--- config.mk ---
export PLATFORM = sky130hd
export DESIGN_NAME = airspeed_sensor_double_read_check
export DESIGN_NICKNAME = d
export VERILOG_FILES = /design/src/design/asdrc_pkg.sv /design/src/design/asdrc_lane.sv /design/src/design/asdrc_merge.sv /design/src/design/asdrc_scale.sv /design/src/design/airspeed_sensor_double_read_check.sv
export SDC_FILE = /design/constraint.sdc
export NUM_CORES = 2
export LEC_CHECK = 0
export BUFFER_PORTS_ARGS = -buffer_cell sky130_fd_sc_hd__buf_2
export CAP_MARGIN = 20
export CORE_UTILIZATION = 65
export DETAILED_ROUTE_END_ITERATION = 16
export GPL_TIMING_DRIVEN = 0
export PLACE_DENSITY = 0.82
export REMOVE_ABC_BUFFERS = 1
export SLEW_MARGIN = 20
export SYNTH_ARGS = -nofsm -noshare
export SYNTH_HDL_FRONTEND = slang
export SYNTH_HIERARCHICAL = 1
export SYNTH_SLANG_ARGS = --single-unit
--- constraint.sdc ---
create_clock -name clk -period 17.2 [get_ports clk]
set_input_delay 0 -clock clk [delete_from_list [all_inputs] [get_ports clk]]
set_output_delay 0 -clock clk [all_outputs]
set_load 0.02 [all_outputs]
--- src/design/asdrc_pkg.sv ---
// ----------------------------------------------------------------------------
// asdrc_pkg
// Shared types and constants for the airspeed sensor double-read check.
// ----------------------------------------------------------------------------
package asdrc_pkg;

  localparam int PW  = 14;   // pressure count width
  localparam int TW  = 11;   // temperature count width
  localparam int PSW = 19;   // scaled pressure width (signed)
  localparam int TSW = 15;   // scaled temperature width
  localparam int DW  = 14;   // max_difference width

  localparam logic [PW-1:0] P_FULL  = 14'h3FFF;
  localparam logic [TW-1:0] T_FULL  = 11'h7FF;
  localparam logic [DW-1:0] DIFF_RST = 14'd255;

  // Pressure: round(a * 6894757 / 819150), a = |16383 - 2p|.
  // Reciprocal rounded up; 36 fraction bits keep the error under 1/d for a < 2^14.
  localparam int             P_SHIFT = 36;
  localparam logic [39:0]    P_RECIP = 40'(((64'd6894757 << P_SHIFT) + 64'd819149)
                                           / 64'd819150);
  localparam logic [53:0]    P_HALF  = 54'd1 << (P_SHIFT - 1);
  localparam logic [PW:0]    P_MID   = 15'd16383;

  // Temperature: floor((128000 t + 292354587) / 20470).
  localparam int             T_SHIFT  = 44;
  localparam logic [29:0]    T_RECIP  = 30'(((64'd1 << T_SHIFT) + 64'd20469) / 64'd20470);
  localparam logic [29:0]    T_SCALE  = 30'd128000;
  localparam logic [29:0]    T_OFFSET = 30'd292354587;

  typedef enum logic [1:0] {
    ERR_OK       = 2'd0,
    ERR_STATUS   = 2'd1,
    ERR_LIMIT    = 2'd2,
    ERR_DISAGREE = 2'd3
  } err_code_t;

  typedef struct packed {
    logic [PW-1:0] p;
    logic [TW-1:0] t;
    logic          at_limit;
  } lane_info_t;

  typedef struct packed {
    err_code_t     err;
    logic [PW-1:0] p;
    logic [TW-1:0] t;
  } merge_t;

  typedef struct packed {
    logic en_mid;
    logic en_out;
  } scale_ctrl_t;

endpackage

--- src/design/asdrc_lane.sv ---
// ----------------------------------------------------------------------------
// asdrc_lane
// One frame lane: unpacks pressure and temperature counts, flags limit counts.
// ----------------------------------------------------------------------------
module asdrc_lane
  import asdrc_pkg::*;
(
  input  logic [31:0] frame,
  output lane_info_t  info
);

  logic [PW-1:0] p;
  logic [TW-1:0] t;

  assign p = frame[29:16];
  assign t = frame[15:5];   // low five bits unused

  assign info.p        = p;
  assign info.t        = t;
  assign info.at_limit = (p == '0) || (p == P_FULL) || (t == '0) || (t == T_FULL);

endmodule

--- src/design/asdrc_merge.sv ---
// ----------------------------------------------------------------------------
// asdrc_merge
// Combines both lanes: status, limit and agreement checks, averaged counts.
// ----------------------------------------------------------------------------
module asdrc_merge
  import asdrc_pkg::*;
(
  input  lane_info_t    lane0,
  input  lane_info_t    lane1,
  input  logic [1:0]    status,
  input  logic [DW-1:0] max_diff,
  input  logic [PW-1:0] last_p,
  input  logic [TW-1:0] last_t,
  output merge_t        res
);

  logic [PW-1:0] p_gap;
  logic [TW-1:0] t_gap;
  logic [PW:0]   p_sum;
  logic [TW:0]   t_sum;
  logic          disagree;
  err_code_t     err;

  always_comb begin
    p_gap    = (lane0.p > lane1.p) ? (lane0.p - lane1.p) : (lane1.p - lane0.p);
    t_gap    = (lane0.t > lane1.t) ? (lane0.t - lane1.t) : (lane1.t - lane0.t);
    disagree = (p_gap > max_diff) || ({3'b000, t_gap} > max_diff);
    p_sum    = {1'b0, lane0.p} + {1'b0, lane1.p};
    t_sum    = {1'b0, lane0.t} + {1'b0, lane1.t};

    priority if (status[1]) begin
      err = ERR_STATUS;
    end else if (lane0.at_limit || lane1.at_limit) begin
      err = ERR_LIMIT;
    end else if (disagree) begin
      err = ERR_DISAGREE;
    end else begin
      err = ERR_OK;
    end

    res.err = err;
    res.p   = (err == ERR_OK) ? p_sum[PW:1] : last_p;
    res.t   = (err == ERR_OK) ? t_sum[TW:1] : last_t;
  end

endmodule

--- src/design/asdrc_scale.sv ---
// ----------------------------------------------------------------------------
// asdrc_scale
// Two-stage fixed-point scaling of the stored counts to Pa/16 and K/64.
// ----------------------------------------------------------------------------
module asdrc_scale
  import asdrc_pkg::*;
(
  input  logic                  clk,
  input  scale_ctrl_t           ctrl,
  input  merge_t                in_res,
  output err_code_t             err,
  output logic [PW-1:0]         p_count,
  output logic [TW-1:0]         t_count,
  output logic signed [PSW-1:0] p_scaled,
  output logic [TSW-1:0]        t_scaled
);

  // stage 2: magnitude and temperature numerator
  merge_t        mid_r;
  logic          neg_mid_r;
  logic [PW-1:0] mag_mid_r;
  logic [29:0]   tnum_mid_r;

  // stage 3: products
  merge_t        out_r;
  logic          neg_out_r;
  logic [53:0]   pprod_r;
  logic [59:0]   tprod_r;

  logic [PW:0]   p2;
  logic [PW:0]   mag_nxt;
  logic [53:0]   pround;
  logic [PSW-1:0] pmag;

  always_comb begin
    p2      = {in_res.p, 1'b0};
    // p >= 8192 means 16383 - 2p is negative
    mag_nxt = in_res.p[PW-1] ? (p2 - P_MID) : (P_MID - p2);
  end

  always_ff @(posedge clk) begin
    if (ctrl.en_mid) begin
      mid_r      <= in_res;
      neg_mid_r  <= in_res.p[PW-1];
      mag_mid_r  <= mag_nxt[PW-1:0];
      tnum_mid_r <= (T_SCALE * 30'(in_res.t)) + T_OFFSET;
    end
    if (ctrl.en_out) begin
      out_r     <= mid_r;
      neg_out_r <= neg_mid_r;
      pprod_r   <= 54'(mag_mid_r) * 54'(P_RECIP);
      tprod_r   <= 60'(tnum_mid_r) * 60'(T_RECIP);
    end
  end

  always_comb begin
    pround   = pprod_r + P_HALF;
    pmag     = {1'b0, pround[53:P_SHIFT]};
    p_scaled = neg_out_r ? -pmag : pmag;   // symmetric: ties away from zero
    t_scaled = tprod_r[T_SHIFT +: TSW];
    err      = out_r.err;
    p_count  = out_r.p;
    t_count  = out_r.t;
  end

endmodule

--- src/design/airspeed_sensor_double_read_check.sv ---
// ----------------------------------------------------------------------------
// airspeed_sensor_double_read_check
// Double-read plausibility check and scaling for a differential pressure sensor.
// ----------------------------------------------------------------------------
// Usage:
//   Input channel (in_valid/in_ready) carries one item: two four-byte frames
//   read back to back from the sensor. Result channel (out_valid/out_ready)
//   returns exactly one item per input item, in order.
//   Config channel (cfg_valid/cfg_ready) writes max_difference; cfg_ready is
//   always high. Write it only while no items are in flight.
//   Two lanes unpack and limit-check the frames side by side; a merge stage
//   checks status and agreement and updates the stored counts at accept.
//   An accepted item passes the merge register, scale numerator stage and
//   multiplier stage. Throughput: one item per cycle unless the receiver
//   stalls, set by the three-stage pipeline with one multiplier per quantity.
//   Each stage loads whenever it is empty or the stage after it moves, so a
//   stalled receiver holds the result steady while bubbles still fill; input
//   stalls only when all three stages are full.
//   Reset (rst_n low, synchronous): pipeline empty, stored counts zero,
//   max_difference back to 255.
// ----------------------------------------------------------------------------
module airspeed_sensor_double_read_check
  import asdrc_pkg::*;
(
  input  logic                  clk,
  input  logic                  rst_n,
  // config
  input  logic                  cfg_valid,
  output logic                  cfg_ready,
  input  logic [DW-1:0]         cfg_max_difference,
  // input items
  input  logic                  in_valid,
  output logic                  in_ready,
  input  logic [31:0]           in_first_frame,
  input  logic [31:0]           in_second_frame,
  // result items
  output logic                  out_valid,
  input  logic                  out_ready,
  output logic                  out_data_valid,
  output logic [1:0]            out_error_code,
  output logic [PW-1:0]         out_pressure_count,
  output logic [TW-1:0]         out_temperature_count,
  output logic signed [PSW-1:0] out_pressure_sixteenth_pa,
  output logic [TSW-1:0]        out_temperature_sixtyfourth_k
);

  logic [DW-1:0] max_diff_r;
  logic [PW-1:0] last_p_r;
  logic [TW-1:0] last_t_r;

  // pipeline occupancy: merge, mid, out stages
  logic v1_r, v2_r, v3_r;
  logic en1, en2, en3;
  logic accept;

  lane_info_t  lane0, lane1;
  merge_t      merged;
  merge_t      s1_r;
  scale_ctrl_t sctrl;
  err_code_t   err_out;

  assign cfg_ready = 1'b1;

  assign en3    = !v3_r || out_ready;
  assign en2    = !v2_r || en3;
  assign en1    = !v1_r || en2;
  assign in_ready = en1;
  assign accept = in_valid && in_ready;

  asdrc_lane u_lane0 (.frame(in_first_frame),  .info(lane0));
  asdrc_lane u_lane1 (.frame(in_second_frame), .info(lane1));

  asdrc_merge u_merge (
    .lane0    (lane0),
    .lane1    (lane1),
    .status   (in_first_frame[31:30]),   // second frame status is ignored
    .max_diff (max_diff_r),
    .last_p   (last_p_r),
    .last_t   (last_t_r),
    .res      (merged)
  );

  always_ff @(posedge clk) begin
    if (!rst_n) begin
      max_diff_r <= DIFF_RST;
      last_p_r   <= '0;
      last_t_r   <= '0;
      v1_r       <= 1'b0;
      v2_r       <= 1'b0;
      v3_r       <= 1'b0;
    end else begin
      if (cfg_valid) begin
        max_diff_r <= cfg_max_difference;
      end
      // merged.p/t already fall back to the stored counts on a failed pair
      if (accept) begin
        last_p_r <= merged.p;
        last_t_r <= merged.t;
      end
      if (en1) v1_r <= in_valid;
      if (en2) v2_r <= v1_r;
      if (en3) v3_r <= v2_r;
    end
  end

  always_ff @(posedge clk) begin
    if (accept) begin
      s1_r <= merged;
    end
  end

  assign sctrl.en_mid = en2 && v1_r;
  assign sctrl.en_out = en3 && v2_r;

  asdrc_scale u_scale (
    .clk      (clk),
    .ctrl     (sctrl),
    .in_res   (s1_r),
    .err      (err_out),
    .p_count  (out_pressure_count),
    .t_count  (out_temperature_count),
    .p_scaled (out_pressure_sixteenth_pa),
    .t_scaled (out_temperature_sixtyfourth_k)
  );

  assign out_valid      = v3_r;
  assign out_error_code = err_out;
  assign out_data_valid = (err_out == ERR_OK);

endmodule

==> results.sh <==
export IMPL_status="complete, no violations"
export IMPL_holdWs_ns=0.04626
export IMPL_syn_area_per_cell_um2=9.987
export IMPL_max_stage_delay_ns=0.90
export IMPL_totalWireLength_um=76540
export IMPL_dp_final_hpwl_um=63760
export IMPL_final_antenna_net_count=0
export IMPL_startpoint="u_scale/mid_r[0]$_DFFE_PP_"
export IMPL_path_max_fanout=17
export IMPL_cts_made_buffers=17
export IMPL_synth_seq_cells=189
export IMPL_synth_distinct_cells=109
export IMPL_grt_max_degree=68
export IMPL_relSlewSlack_pct=43.69
export IMPL_clk_pin_slew_ns=0.09
export IMPL_crit_arrival_ns=8.80
export IMPL_grt_overflow=0
export IMPL_first_pass_iters=7
export IMPL_chipHeight_um=226.0
export IMPL_route_detailed_drc=0
export IMPL_cpMostUsedCell="inv_1"
export IMPL_period_share_pct=49.69
export IMPL_coreArea_um2=49250
export IMPL_worstPathCellList="inv_1 -> ha_1 -> xnor2_1 -> xnor2_1 -> ha_1 -> fa_1 -> inv_1 -> ha_1 -> inv_1 -> fa_1 -> fa_1 -> inv_1 -> fa_1 -> inv_1 -> ha_1 -> a21o_1 -> a221oi_1 -> o221ai_1 -> a221oi_1 -> a21oi_1 -> nor2_4 -> o21ai_2 -> nor4b_1 -> or3_1"
export IMPL_timing_final_crit_period_ns=8.547
export IMPL_setup_viol=0
export IMPL_syn_inst=3265
export IMPL_via_count=23320
export IMPL_clk_latency_ns=0.51
export IMPL_required_ns=17.45
export IMPL_htreeDepth=4
export IMPL_endpoint_kind="flip-flop"
export IMPL_final_area_um2=34510
export IMPL_worst_slew_pin_slew_ns=0.8447
export IMPL_crit_type="flip-flop to flip-flop"
export IMPL_clockRootBuffer="clkbuf_16"
export IMPL_holdCritStartpoint="cfg_valid"
export IMPL_fin_nets=4462
export IMPL_synth_ff_type="edfxtp_1"
export IMPL_ios=148
export IMPL_fillers=3665
export IMPL_hold_violations=0
export IMPL_die_w_um=226.0
export IMPL_clk_path_buf_depth=2
export IMPL_ys_seq_area_share_pct=16.12
export IMPL_cts_setup_buffers=0
export IMPL_rr_startpoint="u_scale/mid_r[0]$_DFFE_PP_"
export IMPL_slowest_stage="edfxtp_1"
export IMPL_grt_antenna_before_repair=0
export IMPL_cts_sinks=189
export IMPL_area_growth_pct=5.833
export IMPL_routabilityCongestion=0.9689
export IMPL_initial_core_util_pct=66.20
export IMPL_fin_skew_ns=0.01803
export IMPL_dpl_cell_area_um2=33540
export IMPL_async_reset_ff_share_pct=0
export IMPL_grt_pass1_wl_um=124200
export IMPL_syn_area_um2=32610
export IMPL_rsz0062_at_grt="false"
export IMPL_drv_cap=0
export IMPL_start_kind="flip-flop"
export IMPL_die_area_um2=51060
export IMPL_io_buffers=133
export IMPL_antennaDiodeCount=0
export IMPL_post_drt_wl_per_cell_um=19.00
export IMPL_drt_initial_drc_count=1609
export IMPL_fmax_mhz=117.0
export IMPL_grtUsageTotal_pct=31.65
export IMPL_cts_tree="done"
export IMPL_synth_edff_count=147
export IMPL_cts_resized=0
export IMPL_ys_warn_count=6
export IMPL_fin_tns_setup_ns=0
export IMPL_hold_class="input pin to flip-flop"
export IMPL_vias_per_cell=5.789
export IMPL_drive_gt1_share_pct=6.778
export IMPL_rows=81
export IMPL_grt_pass1_vias=24410
export IMPL_final_max_slew_viol_count=0
==> cells in the final DEF (no fill, tap or decap), types with 44 or more instances in the layout <==
cell type  instances
inv_1            815
fa_1             429
xnor2_1          109
o21ai_0           64
a21oi_1          133
a21o_1            64
ha_1             599
edfxtp_1         147
nor2_1            83
nand3_1           44
mux2i_1           53
buf_2            132
nand4_1           47
nand2_1          123
==> cells in the mapped netlist, types with 7 or more instances <==
master    count  area share, %
a211oi_1     10           0.23
a21boi_0     11           0.25
a21o_1       64            1.5
a21oi_1     133            2.0
a221oi_1      8           0.21
a31oi_1      12           0.23
and2_1        7           0.13
and3_1       15           0.29
and4_1        7           0.19
buf_2        12           0.18
buf_4        60            1.4
buf_6         7           0.24
clkbuf_1     19           0.22
dfxtp_1      42            2.6
edfxtp_1    147             14
fa_1        429             26
ha_1        599             23
inv_1       815            9.4
mux2_2        7           0.24
mux2i_1      53            1.6
nand2_1     123            1.4
nand2b_1     12           0.23
nand3_1      44           0.68
nand4_1      47           0.90
nor2_1       83           0.96
nor2b_1      24           0.46
nor3_1       31           0.48
nor4_1       16           0.31
o211ai_1      9           0.21
o21a_1       20           0.46
o21ai_0      64           0.98
o21bai_1     17           0.39
o31ai_1      10           0.23
or2_2         8           0.15
or3_1        17           0.33
xnor2_1     109            2.9
xor2_1       42            1.1
==> path summary, 6_finish.rpt <==
check                                       end  slack (ns)  cells past startpoint
setup / recovery  u_scale/tprod_r[53]$_DFFE_PP_        8.65                     24
hold reg to reg    u_scale/t_count[9]$_DFFE_PP_        0.42                      0
setup reg to reg  u_scale/tprod_r[53]$_DFFE_PP_        8.65                     24
hold / removal      max_diff_r[10]$_SDFFE_PN0P_        0.05                      3
==> through the flow <==
step | utilization, % | setup slack, ns | instances
CTS | 70.04 | 8.779 | 4027
global placement | 67.79 | 9.023 | 3959
detailed placement | 68.09 | 8.792 | 3965
floorplan | - | 10.56 | 3162
finish | 70.06 | 8.653 | 4028
global route | 70.06 | 8.325 | 4028
==> logic make-up after synthesis <==
| kind of cell | count (synthesis) | synth area share, % |
|---|---|---|
| compound gates | 440 | 9.083 |
| other cells | 1 | 0.01150 |
| xor+xnor | 152 | 4.129 |
| fa+ha+maj | 1028 | 49.32 |
| buf+inv | 919 | 11.58 |
| flops | 189 | 16.12 |
| simple gates | 469 | 7.636 |
| mux | 67 | 2.122 |
==> timing repair <==
action,in CTS,in global routing
endpoints found under the hold margin,19,1
setup endpoints to repair,0,0
hold buffers,30,1
==> flip-flops by register name, summed over array words and instances (netlist names) <==
name and count:
out_valid 1, last_t_r 11, u_scale/t_count 11, u_scale/pprod_r 19
u_scale/err 2, s1_r 27, u_scale/mag_mid_r 13, max_diff_r 14
u_scale/p_count 14, u_scale/mid_r 27, u_scale/tnum_mid_r 19, v2_r 1
last_p_r 14, v1_r 1, u_scale/tprod_r 15
==> layout make-up <==
class                      count  area, um2  area share (%)
clock inverter                15      231.5          0.6708
multi-input combinational   2157      23610           68.41
sequential                   189       5255           15.23
clock buffer                  17      425.4           1.233
inverter                     816       3063           8.876
tap                          664      830.8           2.408
timing repair buffer         170       1096           3.176
==> worst max-delay path: cells and delay by family (launching register included) <==
kind	cells	cell delay (ns)
AOI/OAI and AO/OA	6	1.93
adders and majority gates	8	3.26
and+or+nand+nor	3	0.80
xor gates and xnor gates	2	0.73
buffers and inverters	5	0.67
DFF	1	0.90
==> per-layer routing <==
layer	part of all wire, %	routed length, um	vias to the layer above	track usage (%)
met3	6.6	5031	144	5.517
met2	48	36960	774	53.21
met4	3.2	2448	0	11.19
met5	0	0	-	0
met1	42	32100	11590	41.08
li1	-	-	10810	-
Power is not shown: default switching activity piles up to over one toggle a cycle in this logic, so the estimate is an artifact.
